==> src/ppt_ram.sv <==
// Generic single-write, single-read RAM with a registered read port.
// No dependencies.
module ppt_ram #(
   parameter int WIDTH = 8,
   parameter int DEPTH = 64,
   localparam int AW = (DEPTH > 1) ? $clog2(DEPTH) : 1
) (
   input  logic             clock,
   input  logic             wr_en,
   input  logic [AW-1:0]    wr_addr,
   input  logic [WIDTH-1:0] wr_data,
   input  logic             rd_en,
   input  logic [AW-1:0]    rd_addr,
   output logic [WIDTH-1:0] rd_data
);

   logic [WIDTH-1:0] mem_ff [DEPTH];
   logic [WIDTH-1:0] rd_data_ff;

   always_ff @(posedge clock) begin
      if (wr_en) begin
         mem_ff[wr_addr] <= wr_data;
      end
      if (rd_en) begin
         rd_data_ff <= mem_ff[rd_addr];
      end
   end

   assign rd_data = rd_data_ff;

endmodule

==> config.mk <==
export PLATFORM = sky130hd
export DESIGN_NAME = ppt_ram
export DESIGN_NICKNAME = d
export VERILOG_FILES = /design/src/ppt_ram.sv
export SDC_FILE = /design/constraint.sdc
export NUM_CORES = 1
export LEC_CHECK = 0
export ABC_AREA = 1
export BUFFER_PORTS_ARGS = -buffer_cell sky130_fd_sc_hd__buf_4
export CORE_MARGIN = 1
export CORE_UTILIZATION = 60
export CTS_BUF_LIST = sky130_fd_sc_hd__clkbuf_8
export DETAILED_ROUTE_END_ITERATION = 7
export PLACE_DENSITY = 0.8
export SYNTH_ARGS = -nofsm -noshare
export SYNTH_HDL_FRONTEND = slang
export SYNTH_SLANG_ARGS = --single-unit
==> constraint.sdc <==
create_clock -name clock -period 6.2 [get_ports clock]
set_input_delay 1.86 -clock clock [delete_from_list [all_inputs] [get_ports clock]]
set_output_delay 1.86 -clock clock [all_outputs]
set_load 0.02 [all_outputs]
==> summary.md <==
| Metric | Value |
|---|---|
| Total track usage | 28.23% |
| CP endpoint kind | flop |
| RSZ-0062 raised after global routing | false |
| Clock tree buffer depth | 3 |
| Cell Area, Synth | 21420 sq um |
| Core ar. | 34800 sq um |
| M3 GR Usage | 5.324% |
| Post-DP HPWL | 27940 um |
| Area share of the largest cell type after synthesis | 72.90% |
| IO Pins | 31 |
| FFs w/ async S/R, synth | 0% |
| Synth warn | 0 |
| Final Max Slew Viols | 0 |
| Unique masters post-synth | 15 |
| FP Rows | 68 |
| Area grow syn2layout | 7.068% |
| CP required | 6.57 ns |
| Clk_lat worst skew | 0.62 ns |
| Final setup viols | 0 |
| Seq/Total Area, Yosys | 72.90% |
| Data arrival, critical path | 4.21 ns |
| Crit Path Class | primary input to flop |
| Final Net Count | 1841 |
| Worst VDD drop | 0.0001919 V |
| # DRC | 0 |
| Worst path cell trace | buf_4 > buf_4 > nand3_1 > nand3_1 > nand2_1 > nand2_1 > nand3_1 > nand3_1 > nand2_1 |
| Fmax | 260.8 MHz |
| Number of global-route vias before repair | 13622 |
| Die outline height | 190.9 um |
| Hold Slack | 0.8860 ns |
| GR peak layer | met2 |
| Antenna diodes | 0 |
| Filler cell count | 2420 |
| Final period util | 61.86% |
| Post-route setup TNS | 0 ns |
| M2 GR Usage | 44.06% |
| Setup bufs post-CTS | 0 |
| Post-synthesis cell count | 1805 |
| Vias | 14129 |
| Initial antenna violation count | 2 |
| Top FF cell, synth | edfxtp_1 |
| Syn Area/Cell | 11.87 sq um |
| Initial core utilization | 61.55% |
| Commonest cells post-synth | nand2_1, edfxtp_1, nand3_1, nor2_1, buf_2 |
| WL per Instance | 21.62 um |
| Synth Register Bits | 520 |
| I/O Buffers | 30 |
| MaxCap Viol Count | 0 |
| Layout Utilization | 65.90% |
| Worst slew pin tran | 1.232 ns |
| Global-route wire length before repair | 76930 um |
| Synth top area cells | edfxtp_1, nand2_1, nand3_1 |
| Hold WC Path Type | flop to flop |
| WL final | 50390 um |
| Clk_skew | 0.02322 ns |
| Mapped Nets | 1828 |
| Resized Gates After CTS | 0 |
| Antenna-violating nets left | 0 |
| Area of the multi-input gates | 4946 sq um |
| TritonRoute pass-1 iters | 6 |
| Worst path slowest cell | buf_4 |
| Number of failing hold endpoints at the final stage | 0 |
| Post-synth top area cell | edfxtp_1 |
| GPL Wtd Cong | 0.8760 |
| CP startpoint kind | primary input |
| FF/Latch Area | 15620 sq um |
| Cts hold-fix bufs | 0 |
| Crit Path Max Fanout | 78 |
| Sink Count | 520 |
| Total CTS buffers | 78 |
| Critical Path Most Common Cell | nand3_1 |
| Placed Instance Area | 21570 sq um |
| CTS tree | built |
| Die Wd | 190.9 um |
| DR vias/cell | 6.061 |
| Post-synth EDFFs | 520 |
| Clock-pin slew on the worst setup and hold paths | 0.07 ns |
| Max transition margin | 17.85% |
| Largest net degree at the start of global routing | 257 |
| Outcome | finished clean |
| Slowest cell delay on critical path | 0.85 ns |
| Final min period | 3.835 ns |
| Count leader, synth | nand2_1 |
| DRT iter0 DRCs | 2079 |
| Root buffer cell | clkbuf_8 |
| GRT Residual Overflow | 0 |
| Met1 usage | 39.28% |
| DIE AREA | 36460 sq um |
| Final instance area | 22930 sq um |
| Pwr Density | 298.5 nW/um^2 |
| Tot Pwr | 6.845 mW |
| Layout cells sized above 1 | 7.249% |
| CTS H-tree depth | 3 |
| Pleak | 8.301 nW |
-- final timing paths --
| kind | start | cells past startpoint | slack [ns] | end |
|---|---|---|---|---|
| max | rd_addr[1] | 9 | 2.36 | rd_data[4] |
| min | mem_ff[54][4] | 8 | 0.89 | rd_data[4] |
| max reg2reg | mem_ff[23][4] | 8 | 4.63 | rd_data[4] |
| min reg2reg | mem_ff[54][4] | 8 | 0.89 | rd_data[4] |
-- registers in the layout, indices dropped and copies added, names as in the netlist --
register and flops:
rd_data 8, mem_ff 512
-- layout make-up --
type / instances / share of cell area [%]
Clock inverter: 58 / 1.146
Inverter: 12 / 0.2291
Multi-Input combinational cell: 1160 / 21.57
Tap cell: 455 / 2.482
Sequential cell: 520 / 68.09
Timing Repair Buffer: 46 / 1.686
Clock buffer: 80 / 4.801
-- through the flow --
stage,worst slack [ns],cells
2_1_floorplan,2.574,1805
3_3_place_gp,1.831,2193
3_5_place_dp,1.826,2193
4_1_cts,2.490,2331
5_1_grt,2.281,2331
6_report,2.365,2331
-- report_power, final --
| group | internal [mW] | switching [mW] |
|---|---|---|
| registers | 3.90 | 0.0108 |
| clock network | 1.24 | 1.26 |
| logic | 0.108 | 0.333 |
| total | 5.24 | 1.60 |
-- cell families after synthesis --
logic type    after synthesis  share of synthesized area (%)
flops                     520                          72.90
simple gates             1160                          23.09
buf+inv                   125                          4.007
-- critical path, delay by kind of cell --
kind / cells / cell delay [ns]
buffers and inverters: 2 / 1.34
and+or+nand+nor: 7 / 0.96
-- layout by cell type, fill, tap and decap left out --
| cell | instances |
|---|---|
| edfxtp_1 | 520 |
| clkinv_1 | 20 |
| buf_6 | 1 |
| clkinvlp_4 | 3 |
| nor2_1 | 56 |
| bufinv_16 | 1 |
| nand2_1 | 648 |
| inv_1 | 40 |
| nor4_1 | 8 |
| clkinv_2 | 2 |
| nand4_1 | 9 |
| buf_4 | 42 |
| inv_2 | 1 |
| clkbuf_8 | 80 |
| buf_12 | 3 |
| nand3_1 | 439 |
| inv_4 | 1 |
| inv_6 | 2 |
-- metal layers --
layer,up-vias,share of wire (%)
li1,6387,-
met1,6723,39
met2,902,47
met3,113,12
met4,4,2.8
met5,-,0.046
(Power assumes the default switching activity.)
